--- src/rtl/core/pteq_pkg.sv ---
package pteq_pkg;

    localparam int CAPACITY_DEF  = 16;
    localparam int MAX_FIRES_DEF = 16;
    localparam int RESULT_ROOM   = 16;

    typedef enum logic [2:0] {
        FUNC_TICK       = 3'd0,
        FUNC_SCHEDULE   = 3'd1,
        FUNC_CHECK      = 3'd2,
        FUNC_REMOVE     = 3'd3,
        FUNC_REMOVE_ALL = 3'd4
    } func_t;

    typedef enum logic [1:0] {
        KIND_ACK    = 2'd0,
        KIND_FIRED  = 2'd1,
        KIND_REJECT = 2'd2
    } kind_t;

    typedef struct packed {
        logic [2:0]  func;
        logic [31:0] event_id;
        logic [31:0] due_time;
        logic [31:0] repeat_interval;
        logic [31:0] current_time;
    } req_t;

    typedef struct packed {
        logic [1:0]  result_kind;
        logic [31:0] fired_or_queried_id;
        logic        found;
        logic        last;
    } rsp_t;

    // controller to datapath
    typedef struct packed {
        logic load_req;    // capture request
        logic scan_start;  // clear best, start at slot 0
        logic scan_step;   // compare one slot
        logic by_id;       // restrict scan to request id
        logic do_fire;     // fire / re-arm best slot
        logic do_insert;   // insert into free slot
        logic do_remove;   // invalidate best slot
        logic do_clear;    // clear all valid bits
    } cmd_t;

    // datapath to controller
    typedef struct packed {
        logic        scan_done;
        logic        best_ok;     // a best slot exists
        logic        best_due;    // best slot due at or before current time
        logic        free_ok;
        logic [31:0] best_id;     // id held in the best slot
    } sts_t;

endpackage

--- src/rtl/core/periodic_timed_event_queue_top.sv ---
// Timed event queue: a table of CAPACITY events (id, due time, repeat interval)
// served one request at a time; a new request is taken only once the previous
// one has sent its last result. Schedule, remove-all and unknown codes answer
// from the decode state; check, remove and a tick that fires nothing take a
// linear scan of the table. A tick fires with a look-ahead scan: each fired
// result is held until the following scan shows whether another event is due.
// A result stays on the output while the receiver stalls it.
module periodic_timed_event_queue_top
    import pteq_pkg::*;
#(
    parameter int CAPACITY  = CAPACITY_DEF,
    parameter int MAX_FIRES = MAX_FIRES_DEF
)
(
    input  logic clk,
    input  logic rst_n,
    input  logic in_valid,
    output logic in_stall,
    input  req_t in_data,
    output logic out_valid,
    input  logic out_stall,
    output rsp_t out_data
);
    cmd_t cmd;
    sts_t sts;
    req_t req_q;

    pteq_datapath #(.CAPACITY(CAPACITY)) u_dp (
        .clk   (clk),
        .rst_n (rst_n),
        .req   (in_data),
        .cmd   (cmd),
        .sts   (sts),
        .req_q (req_q)
    );

    pteq_ctrl #(.MAX_FIRES(MAX_FIRES)) u_ctrl (
        .clk       (clk),
        .rst_n     (rst_n),
        .in_valid  (in_valid),
        .in_stall  (in_stall),
        .out_valid (out_valid),
        .out_stall (out_stall),
        .out_data  (out_data),
        .req_q     (req_q),
        .sts       (sts),
        .cmd       (cmd)
    );

endmodule

--- src/rtl/core/pteq_datapath.sv ---
module pteq_datapath
    import pteq_pkg::*;
#(
    parameter int CAPACITY = CAPACITY_DEF
)
(
    input  logic  clk,
    input  logic  rst_n,
    input  req_t  req,
    input  cmd_t  cmd,
    output sts_t  sts,
    output req_t  req_q
);
    localparam int SW = $clog2(CAPACITY);

    logic [CAPACITY-1:0] valid_reg;
    logic [31:0]         id_mem  [CAPACITY];
    logic [31:0]         due_mem [CAPACITY];
    logic [31:0]         ivl_mem [CAPACITY];
    logic [15:0]         ord_mem [CAPACITY];
    logic [15:0]         counter_reg;

    req_t        req_reg;
    logic [SW:0] idx_reg;
    logic        best_ok_reg;
    logic [SW-1:0] best_reg;
    logic [31:0] best_due_reg;
    logic [15:0] best_age_reg;
    logic [31:0] best_ivl_reg;
    logic [31:0] best_id_reg;

    logic [SW-1:0] cur;
    logic [15:0]   cur_age;
    logic          cand;
    logic          better;
    logic [32:0]   sum;
    logic [SW-1:0] free_slot;
    logic          free_ok;

    assign cur     = idx_reg[SW-1:0];
    assign cur_age = counter_reg - ord_mem[cur];
    assign cand    = valid_reg[cur] && (!cmd.by_id || id_mem[cur] == req_reg.event_id);
    // scan runs upward so equal age keeps the lower slot
    assign better  = !best_ok_reg || due_mem[cur] < best_due_reg
                     || (due_mem[cur] == best_due_reg && cur_age > best_age_reg);
    assign sum     = {1'b0, best_due_reg} + {1'b0, best_ivl_reg};

    always_comb
    begin
        free_slot = '0;
        free_ok   = 1'b0;
        for (int i = CAPACITY - 1; i >= 0; i--)
        begin
            if (!valid_reg[i])
            begin
                free_slot = SW'(i);
                free_ok   = 1'b1;
            end
        end
    end

    always_ff @(posedge clk or negedge rst_n)
    begin
        if (!rst_n)
        begin
            valid_reg   <= '0;
            counter_reg <= '0;
            idx_reg     <= '0;
            best_ok_reg <= 1'b0;
        end
        else
        begin
            if (cmd.scan_start)
            begin
                idx_reg     <= '0;
                best_ok_reg <= 1'b0;
            end
            else if (cmd.scan_step)
            begin
                idx_reg <= idx_reg + 1'b1;
                if (cand && better)
                begin
                    best_ok_reg <= 1'b1;
                end
            end
            if (cmd.do_fire)
            begin
                if (best_ivl_reg != '0)
                begin
                    counter_reg <= counter_reg + 16'd1;
                end
                else
                begin
                    valid_reg[best_reg] <= 1'b0;
                end
            end
            if (cmd.do_insert)
            begin
                valid_reg[free_slot] <= 1'b1;
                counter_reg          <= counter_reg + 16'd1;
            end
            if (cmd.do_remove)
            begin
                valid_reg[best_reg] <= 1'b0;
            end
            if (cmd.do_clear)
            begin
                valid_reg <= '0;
            end
        end
    end

    always_ff @(posedge clk)
    begin
        if (cmd.load_req)
        begin
            req_reg <= req;
        end
        if (cmd.scan_step && cand && better)
        begin
            best_reg     <= cur;
            best_due_reg <= due_mem[cur];
            best_age_reg <= cur_age;
            best_ivl_reg <= ivl_mem[cur];
            best_id_reg  <= id_mem[cur];
        end
        if (cmd.do_fire && best_ivl_reg != '0)
        begin
            due_mem[best_reg] <= sum[32] ? 32'hFFFF_FFFF : sum[31:0];
            ord_mem[best_reg] <= counter_reg;
        end
        if (cmd.do_insert)
        begin
            id_mem[free_slot]  <= req_reg.event_id;
            due_mem[free_slot] <= req_reg.due_time;
            ivl_mem[free_slot] <= req_reg.repeat_interval;
            ord_mem[free_slot] <= counter_reg;
        end
    end

    assign sts.scan_done = idx_reg == (SW+1)'(CAPACITY);
    assign sts.best_ok   = best_ok_reg;
    assign sts.best_due  = best_due_reg <= req_reg.current_time;
    assign sts.free_ok   = free_ok;
    assign sts.best_id   = best_id_reg;
    assign req_q         = req_reg;

    assert property (@(posedge clk) disable iff (!rst_n)
        cmd.do_insert |-> free_ok)
        else $error("insert with table full");
    assert property (@(posedge clk) disable iff (!rst_n)
        cmd.do_clear |=> valid_reg == '0)
        else $error("clear left valid entries");
    assert property (@(posedge clk) disable iff (!rst_n)
        (cmd.do_fire || cmd.do_remove) |-> best_ok_reg)
        else $error("update without a selected slot");

endmodule

--- src/rtl/core/pteq_ctrl.sv ---
module pteq_ctrl
    import pteq_pkg::*;
#(
    parameter int MAX_FIRES = MAX_FIRES_DEF
)
(
    input  logic clk,
    input  logic rst_n,
    input  logic in_valid,
    output logic in_stall,
    output logic out_valid,
    input  logic out_stall,
    output rsp_t out_data,
    input  req_t req_q,
    input  sts_t sts,
    output cmd_t cmd
);
    localparam int LIMIT = MAX_FIRES < RESULT_ROOM ? MAX_FIRES : RESULT_ROOM;
    localparam int FW    = $clog2(LIMIT + 1);

    typedef enum logic [2:0] {
        S_IDLE, S_DECODE, S_SCAN, S_ACT, S_OUT
    } state_t;

    state_t          state_reg;
    logic [FW-1:0]   fires_reg;
    logic            out_valid_reg;
    rsp_t            out_reg;
    logic            more_reg;  // after this result, scan again
    logic            pend_reg;  // a fired id waits for the next scan
    logic [31:0]     pend_id_reg;

    logic by_id;
    assign by_id = req_q.func != FUNC_TICK;

    always_comb
    begin
        cmd            = '0;
        cmd.by_id      = by_id;
        cmd.load_req   = state_reg == S_IDLE && in_valid;
        cmd.scan_start = state_reg == S_DECODE;
        cmd.scan_step  = state_reg == S_SCAN && !sts.scan_done;
        if (state_reg == S_DECODE)
        begin
            cmd.do_insert = req_q.func == FUNC_SCHEDULE && req_q.event_id != '0
                            && sts.free_ok;
            cmd.do_clear  = req_q.func == FUNC_REMOVE_ALL;
        end
        if (state_reg == S_ACT)
        begin
            cmd.do_fire   = req_q.func == FUNC_TICK && sts.best_ok && sts.best_due
                            && fires_reg != FW'(LIMIT);
            cmd.do_remove = req_q.func == FUNC_REMOVE && req_q.event_id != '0
                            && sts.best_ok;
        end
    end

    always_ff @(posedge clk or negedge rst_n)
    begin
        if (!rst_n)
        begin
            state_reg     <= S_IDLE;
            fires_reg     <= '0;
            out_valid_reg <= 1'b0;
            out_reg       <= '0;
            more_reg      <= 1'b0;
            pend_reg      <= 1'b0;
            pend_id_reg   <= '0;
        end
        else
        begin
            unique case (state_reg)
                S_IDLE:
                begin
                    if (in_valid)
                    begin
                        state_reg <= S_DECODE;
                        fires_reg <= '0;
                        pend_reg  <= 1'b0;
                    end
                end
                S_DECODE:
                begin
                    unique case (req_q.func)
                        FUNC_TICK, FUNC_CHECK, FUNC_REMOVE:
                        begin
                            state_reg <= S_SCAN;
                        end
                        FUNC_SCHEDULE:
                        begin
                            out_reg.result_kind <= (req_q.event_id != '0 && sts.free_ok)
                                                   ? KIND_ACK : KIND_REJECT;
                            out_reg.fired_or_queried_id <= req_q.event_id;
                            out_reg.found <= 1'b0;
                            out_reg.last  <= 1'b1;
                            more_reg      <= 1'b0;
                            out_valid_reg <= 1'b1;
                            state_reg     <= S_OUT;
                        end
                        FUNC_REMOVE_ALL:
                        begin
                            out_reg       <= '{KIND_ACK, 32'd0, 1'b0, 1'b1};
                            more_reg      <= 1'b0;
                            out_valid_reg <= 1'b1;
                            state_reg     <= S_OUT;
                        end
                        default:
                        begin
                            out_reg.result_kind <= KIND_REJECT;
                            out_reg.fired_or_queried_id <= req_q.event_id;
                            out_reg.found <= 1'b0;
                            out_reg.last  <= 1'b1;
                            more_reg      <= 1'b0;
                            out_valid_reg <= 1'b1;
                            state_reg     <= S_OUT;
                        end
                    endcase
                end
                S_SCAN:
                begin
                    if (sts.scan_done)
                    begin
                        state_reg <= S_ACT;
                    end
                end
                S_ACT:
                begin
                    if (req_q.func != FUNC_TICK)
                    begin
                        out_reg.result_kind <= KIND_ACK;
                        out_reg.fired_or_queried_id <= req_q.event_id;
                        out_reg.found <= req_q.event_id != '0 && sts.best_ok;
                        out_reg.last  <= 1'b1;
                        more_reg      <= 1'b0;
                        out_valid_reg <= 1'b1;
                        state_reg     <= S_OUT;
                    end
                    else if (pend_reg)
                    begin
                        // held fire is final unless this scan fires another
                        out_reg.result_kind <= KIND_FIRED;
                        out_reg.fired_or_queried_id <= pend_id_reg;
                        out_reg.found <= 1'b0;
                        out_reg.last  <= !cmd.do_fire;
                        more_reg      <= cmd.do_fire;
                        pend_reg      <= cmd.do_fire;
                        out_valid_reg <= 1'b1;
                        state_reg     <= S_OUT;
                        if (cmd.do_fire)
                        begin
                            pend_id_reg <= sts.best_id;
                            fires_reg   <= fires_reg + 1'b1;
                        end
                    end
                    else if (cmd.do_fire)
                    begin
                        pend_reg    <= 1'b1;
                        pend_id_reg <= sts.best_id;
                        fires_reg   <= fires_reg + 1'b1;
                        state_reg   <= S_DECODE;
                    end
                    else
                    begin
                        out_reg       <= '{KIND_ACK, 32'd0, 1'b0, 1'b1};
                        more_reg      <= 1'b0;
                        out_valid_reg <= 1'b1;
                        state_reg     <= S_OUT;
                    end
                end
                S_OUT:
                begin
                    if (!out_stall)
                    begin
                        out_valid_reg <= 1'b0;
                        state_reg     <= more_reg ? S_DECODE : S_IDLE;
                    end
                end
                default:
                begin
                    state_reg <= S_IDLE;
                end
            endcase
        end
    end

    assign in_stall  = state_reg != S_IDLE;
    assign out_valid = out_valid_reg;
    assign out_data  = out_reg;

    assert property (@(posedge clk) disable iff (!rst_n)
        out_valid |-> state_reg == S_OUT)
        else $error("result shown outside output state");
    assert property (@(posedge clk) disable iff (!rst_n)
        fires_reg <= FW'(LIMIT))
        else $error("fire count beyond limit");
    assert property (@(posedge clk) disable iff (!rst_n)
        (state_reg == S_IDLE) |-> !out_valid)
        else $error("result pending in idle");

endmodule
--- config.mk ---
export PLATFORM = sky130hd
export DESIGN_NAME = periodic_timed_event_queue_top
export DESIGN_NICKNAME = d
export VERILOG_FILES = /design/src/rtl/core/pteq_pkg.sv /design/src/rtl/core/periodic_timed_event_queue_top.sv /design/src/rtl/core/pteq_datapath.sv /design/src/rtl/core/pteq_ctrl.sv
export SDC_FILE = /design/constraint.sdc
export NUM_CORES = 2
export LEC_CHECK = 0
export BUFFER_PORTS_ARGS = -buffer_cell sky130_fd_sc_hd__buf_2
export CORE_MARGIN = 2
export CORE_UTILIZATION = 67
export CTS_CLUSTER_SIZE = 14
export DETAILED_ROUTE_END_ITERATION = 10
export PLACE_DENSITY_LB_ADDON = 0.08
export RECOVER_POWER = 100
export SYNTH_ARGS = -nofsm -noshare
export SYNTH_HDL_FRONTEND = slang
export SYNTH_SLANG_ARGS = --single-unit
--- constraint.sdc ---
create_clock -name clk -period 22.6 [get_ports clk]
set_clock_uncertainty 0.2 [all_clocks]
set_input_delay 0 -clock clk [delete_from_list [all_inputs] [get_ports clk]]
set_output_delay 0 -clock clk [all_outputs]
set_load 0.01 [all_outputs]
# After elaboration in Yosys (flattened, before gate mapping)
# Memories as Yosys holds them, arrays and structs flattened. A register that Yosys moved wholly into a read port is not among the register bits.
# Cells that the tools add are included.
dict set report word_totals {
  reg_bits 332
  latch_bits 0
  mem_bits_rw 1792
  mem_bits_ro 0
  input_bits 135
  word_cells 215
  memories 4
}
# memory depth word_bits rd rd_clocked_by_memory_dff wr line_no
set mem_list {}
lappend mem_list {u_dp.due_mem 16 32 1 0 1 pteq_datapath.sv:18} ;# logic [31:0] due_mem [CAPACITY];
lappend mem_list {u_dp.id_mem 16 32 1 0 1 pteq_datapath.sv:17} ;# logic [31:0] id_mem [CAPACITY];
lappend mem_list {u_dp.ivl_mem 16 32 1 1 1 pteq_datapath.sv:19} ;# logic [31:0] ivl_mem [CAPACITY];
lappend mem_list {u_dp.ord_mem 16 16 1 0 1 pteq_datapath.sv:20} ;# logic [15:0] ord_mem [CAPACITY];
dict set report classes {
  addsub 5
  n_mul 0
  n_div 0
  magnitude_cmp 8
  eq_ne 19
  shift 0
  n_mux 101
  bitwise 5
  n_reduce_logical 50
}
# cell n
set ops {}
lappend ops {{$mux W16} 9}
lappend ops {{$mux W36} 3}
lappend ops {{$pmux W36 S3} 1}
lappend ops {{$mux W4} 18}
lappend ops {{$pmux W36 S2} 1}
lappend ops {{$eq A32 B32 Y1} 2}
lappend ops {{$mux W32} 2}
lappend ops {{$reduce_bool A32 Y1} 2}
lappend ops {{$mux W1} 46}
lappend ops {{$add A32 B32 Y33} 1}
lappend ops {{$and A16 B16 Y16} 2}
lappend ops {{$le A32 B32 Y1} 1}
lappend ops {{$lt A32 B32 Y1} 1}
lappend ops {{$reduce_or A32 Y1} 1}
lappend ops {{$mux W5} 5}
lappend ops {{$mux W3} 7}
lappend ops {{$logic_and A1 B1 Y1} 19}
lappend ops {{$add A16 B1 Y16 const B} 1}
lappend ops {{$gt A16 B16 Y1} 1}
lappend ops {{$not A16 Y16} 1}
lappend ops {{$or A16 B16 Y16} 1}
lappend ops {{$reduce_or A16 Y1} 1}
lappend ops {{$sub A16 B16 Y16} 1}
lappend ops {{$lt A4 B5 Y1 const B} 3}
lappend ops {{other kinds (27)} 58}

# Logic depth before layout (Yosys ltp)
dict set report depth {
  word_depth 25
  ltp_mapped 28
}

# Modules after synthesis
# A second synthesis with hierarchy kept.
dict set report unflattened {
  cells_unflattened 5461
  area_unflattened_um2 92276.0
}
# mod instances cells_each area_each_um2 seq_area_each_um2
set modules_own_cells {}
lappend modules_own_cells {pteq_datapath 1 5133 88532.4 62179.6}
lappend modules_own_cells {pteq_ctrl 1 328 3743.6 1976.9}

# Worst setup path before layout
# No wires, ideal clock.
dict set report synth_timing {
  path_kind {register -> register}
  startpoint {register u_dp.idx_reg[1]}
  endpoint {register u_dp.best_age_reg[0] (enable)}
  setup_time_ps 485
  t_arrival_ps 8138
  t_required_ps 21915
  setup_slack_ps 13777
  path_stages_with_launch 28
  path_buffers 7
  path_cell_list {dfrtp_1 buf_2 buf_2 buf_2 buf_2 buf_2 clkbuf_1 clkbuf_1 mux4_2 mux4_2 ha_1 inv_1 fa_1 a21o_1 a21oi_1 o21bai_1 a21o_1 a21oi_1 o211ai_1 a31o_2 a21oi_1 xnor2_1 ha_1 o21ai_0 a2111oi_0 nand3_1 o21ai_0 o21a_1}
}
dict set report synth_via {
  elab_chain_cells 6
}
# item line_no
set synth_rtl {}
lappend synth_rtl {{start: declaration} pteq_datapath.sv:24} ;# logic [SW:0] idx_reg;
lappend synth_rtl {{start signal: assignment} pteq_datapath.sv:80} ;# idx_reg <= idx_reg + 1'b1;
lappend synth_rtl {{$mem_v2 Z16 W16} --}
lappend synth_rtl {{$sub A16 B16 Y16} pteq_datapath.sv:41} ;# assign cur_age = counter_reg - ord_mem[cur];
lappend synth_rtl {{net u_dp.cur_age[14]} pteq_datapath.sv:33} ;# logic [15:0] cur_age;
lappend synth_rtl {{$gt A16 B16 Y1} pteq_datapath.sv:45} ;# || (due_mem[cur] == best_due_reg && cur_age > best_age_reg);
lappend synth_rtl {{$logic_and A1 B1 Y1} pteq_datapath.sv:45}
lappend synth_rtl {{$logic_or A1 B1 Y1} pteq_datapath.sv:45}
lappend synth_rtl {{$logic_and A1 B1 Y1} pteq_datapath.sv:119} ;# if (cmd.scan_step && cand && better)
lappend synth_rtl {{end signal: assignment} pteq_datapath.sv:123} ;# best_age_reg <= cur_age;
lappend synth_rtl {{end: declaration} pteq_datapath.sv:28} ;# logic [15:0] best_age_reg;
# The timed path passes the listed nets, and every way through them passes these cells. The select of a mux whose other input is x is not followed.
# A chain may end at the register's enable or synchronous reset.

# Worst setup path in the final report
dict set report layout_timing {
  startpoint {register u_dp.idx_reg[0]}
  endpoint {register u_dp.best_due_reg[19], read port of u_dp.due_mem (enable)}
}
dict set report layout_via {
  elab_chain_cells 6
}
# item line_no
set layout_rtl {}
lappend layout_rtl {{$mem_v2 Z16 W16} --}
lappend layout_rtl {{$sub A16 B16 Y16} pteq_datapath.sv:41}
lappend layout_rtl {{net u_dp.cur_age[14]} pteq_datapath.sv:33}
lappend layout_rtl {{$gt A16 B16 Y1} pteq_datapath.sv:45}
lappend layout_rtl {{$logic_and A1 B1 Y1} pteq_datapath.sv:45}
lappend layout_rtl {{$logic_or A1 B1 Y1} pteq_datapath.sv:45}
lappend layout_rtl {{$logic_and A1 B1 Y1} pteq_datapath.sv:119}
lappend layout_rtl {{end: declaration} pteq_datapath.sv:27} ;# logic [31:0] best_due_reg;
# The timed path passes the listed nets, and every way through them passes these cells. The select of a mux whose other input is x is not followed.

==> impl_results.md <==
* Achievable Freq at 69.9 MHz
* Post-CTS setup buffer count at 0
* Dpl hpwl at about 110000 um
* Clock buffer count from CTS at 204
* Starting DRT DRC Count at between 5000 and 6000
* Drt drc at 0
* Initial antenna violation count at 6
* DR vias at about 44000
* Share of synthesized flip-flops with an asynchronous set or reset at between 5 and 6%
* Clock root buffer master: clkbuf_16
* Kind of end point of the critical path: flop
* Clk sinks at between 2000 and 2500
* Die width at between 300 and 400 um
* Gate power share at between 10% and 20%
* Die area at around 130000 um2
* Tmin final at 14310 ps
* Min-delay worst type: in -> reg
* RSZ-0062 raised after global routing: false
* Crit path DAT at 14560 ps
* Clk slew on worst S/H paths at approximately 60 ps
* Die Y-Extent at about 360 um
* Syn Inst Count at 4026
* Starting Density at between 60% and 70%
* Number of library cell types mapped by synthesis at 73
* # nets final at between 4000 and 5000
* Outcome: complete, but fails checks
* Detailed Routing Iterations Pass 1 at 5
* Mapped Area at approximately 86000 um2
* Vias in the first global route at approximately 45000
* WP data required at between 20000 and 25000 ps
* Main synth FF type: edfxtp_1
* Failing checks: max-capacitance violations, max-slew violations
* Worst Path Max Fanout at 64
* Max VDD drop at 0.000102 V
* Via density at about 7
* Boundary Pins at 173
* Setup violators final at 0
* Top cells by area, synth: edfxtp_1, mux4_2, dfrtp_1
* Layout cells sized above 1 at approximately 22%
* Count of port buffers added during placement at 172
* CTS tree: yes
* Total GRT Usage at between 30% and 40%
* Drt total wl at about 200000 um
* Reg power frac at about 49%
* Ys Warns at 0
* Worst-case hold slack at around 160 ps
* Rows at between 100 and 150
* Clock Latency Late Sink at approximately 840 ps
* Number of synthesized flops with an enable pin at about 2000
* Total grt overflow at 0
* Core Region at between 100000 and 150000 um2
* Internal at roughly 0.0074 W
* Relative slew slack at -224%
* Post-Syn Nets at 4295
* H-tree Lvls at 4
* Critical path type: reg -> reg
* First-pass GRT wire length at slightly below 300000 um
* Sw frac at about a quarter
* P_leak at between 30 and 40 nW
* PwrDens at ~100 nW/um2
* Max-cap violations at between 70 and 80
* Setup TNS at 0 ps
* Biggest regs: u_dp.due_mem: 512 flops, u_dp.id_mem: 512 flops, u_dp.ivl_mem: 512 flops
* Area share of the largest cell type after synthesis at 71.5%
* Clk pwr share at around 33%
* Wire length per cell at approximately 32 um
* Final hold viol count at 0
* Worst-margin pin slew at just under 5000 ps
* Net Switching at ~0.0026 W
* Largest net degree at the start of global routing at 117
* Register bit total from synthesis at 2156
* CTS Buffer Depth at 3
* Reg-to-reg slack, setup at 8290 ps
* Cell taking the most area after synthesis: edfxtp_1
* Period utilisation layout at 63.3%
* Register area share after synthesis at roughly 75%
* DRT antenna net count at 0
* Final Max Slew Viols at approximately 2600
* Critical path launch point type: flop
* Syn_area_per_cell at approximately 21 um2
* Layout area overhead at 13.6%
* Routability cong. at approximately 0.88
[Yosys cell counts, types with 7 or more instances]
cell type,count
xor2_1,29
dfrtp_1,117
buf_2,60
buf_1,15
nand2_1,60
a22o_1,33
nor2_1,85
mux2i_1,45
ha_1,132
o211ai_1,10
nand3_1,37
o21a_1,18
a31oi_1,17
or3_1,8
a21oi_1,68
a21o_1,34
nand4_1,44
nor2b_1,19
clkbuf_1,82
nor3_1,24
and2_1,7
nor4_1,21
a211oi_1,13
xnor2_1,70
and3_1,9
inv_1,132
mux2_2,66
buf_6,7
edfxtp_1,2039
o21ai_0,46
o22a_1,31
o21bai_1,7
mux4_2,549
[power by group through the flow]
stage          combinational (W)  sequential (W)  clock, W
2_1_floorplan            0.00136         0.00489         0
3_3_place_gp             0.00178         0.00496         0
3_5_place_dp             0.00180         0.00497         0
4_1_cts                  0.00185         0.00489   0.00331
5_1_grt                  0.00199         0.00493   0.00347
6_report                 0.00186         0.00490   0.00329
[layout make-up]
cell class                      count  area (um2)
Antenna cell                        1        2.50
Clock buffer                      270        5520
Clock inverter                    109         875
Fill cell                        6814       29800
Inverter                          133         500
Multi-Input combinational cell   1568       20300
Sequential cell                  2156       64200
Tap cell                         1662        2080
Timing Repair Buffer              523        3870
[through the flow]
| stage | setup WS, ps | std cells | area, um2 | util, % | power, W |
|---|---|---|---|---|---|
| after floorplan | 13780 | 4026 | 85700 | - | 0.00624 |
| after global placement | 13480 | 5773 | 88800 | 69.8 | 0.00674 |
| after detailed placement | 13360 | 5773 | 88800 | 69.8 | 0.00677 |
| after CTS | 13270 | 6421 | 97900 | 77.0 | 0.0101 |
| after global routing | 6490 | 6422 | 97400 | 76.5 | 0.0104 |
| final | 8290 | 6422 | 97400 | 76.5 | 0.0101 |
[cell families (layout without fill, tap and decap cells)]
kind of cell | after synthesis | count (layout) | synth area share [%]
xor gates and xnor gates | 99 | 99 | 1.01
AOI/OAI and AO/OA | 328 | 328 | 2.67
buffers and inverters | 302 | 1035 | 1.53
and+or+nand+nor | 345 | 345 | 2.06
other | 0 | 1 | 0
muxes | 662 | 662 | 15.9
DFF | 2156 | 2156 | 74.9
adders and majority gates | 134 | 134 | 1.97
[final timing paths]
path	end	startpoint	cells after the start
min in group asynchronous	u_dp.valid_reg[4]	rst_n	4
hold reg to reg	u_ctrl.pend_id_reg[10]	u_dp.best_id_reg[10]	1
hold / removal	u_ctrl.pend_reg	in_valid	5
setup reg to reg	u_dp.best_due_reg[19]	u_dp.idx_reg[0]	23
max in group asynchronous	u_ctrl.out_data[12]	rst_n	4
setup / recovery	u_dp.best_due_reg[19]	u_dp.idx_reg[0]	23
[metal layers]
layer / part of all wire [%] / vias to the layer above / routed length [um] / track usage [%]
met5: 0.0034 / - / 7 / 0
met4: 2.8 / 2 / 5750 / 9.62
met3: 8.6 / 384 / 17500 / 5.31
met2: 51 / 2528 / 103000 / 52.7
met1: 38 / 23000 / 77400 / 44.6
li1: - / 17900 / - / -
[layout by cell type, fill, tap and decap left out, drive strengths merged, types with 9 or more instances in the layout]
master,synthesis,layout
xnor2,70,70
inv,133,138
a21o,34,34
mux2i,47,47
a22o,33,33
and2,9,9
dfrtp,117,117
o22a,31,31
o211ai,10,10
nor2,85,85
edfxtp,2039,2039
buf,87,125
a211oi,13,13
ha,132,132
xor2,29,29
nand4,44,44
a31oi,17,17
nand2,60,60
clkinv,0,90
nand3,37,37
and3,9,9
bufinv,0,10
mux2,66,66
nor2b,19,19
dlygate4sd3,0,268
clkbuf,82,400
mux4,549,549
o21ai,50,50
nor3,24,24
a21oi,69,69
o21a,18,18
nor4,23,23
[worst max-delay path, stage by stage, from the launching register on]
cell,delay [ps]
dfrtp_1,2070
clkbuf_1,2900
clkbuf_1,2620
mux4_2,600
mux4_2,250
ha_1,180
inv_1,60
fa_1,430
a21o_1,200
a21oi_1,230
o21bai_1,90
a21o_1,200
a21oi_1,230
o211ai_1,180
a31o_2,270
a21oi_1,180
xnor2_1,110
ha_1,300
o21ai_0,90
a2111oi_0,410
nand3_1,110
o21ai_0,250
o21a_4,750
buf_4,830
[timing repair]
item	CTS	global route
gates resized for setup	0	0
hold endpoints to repair	265	0
hold buffers	269	0
(Power assumes the default switching activity.)
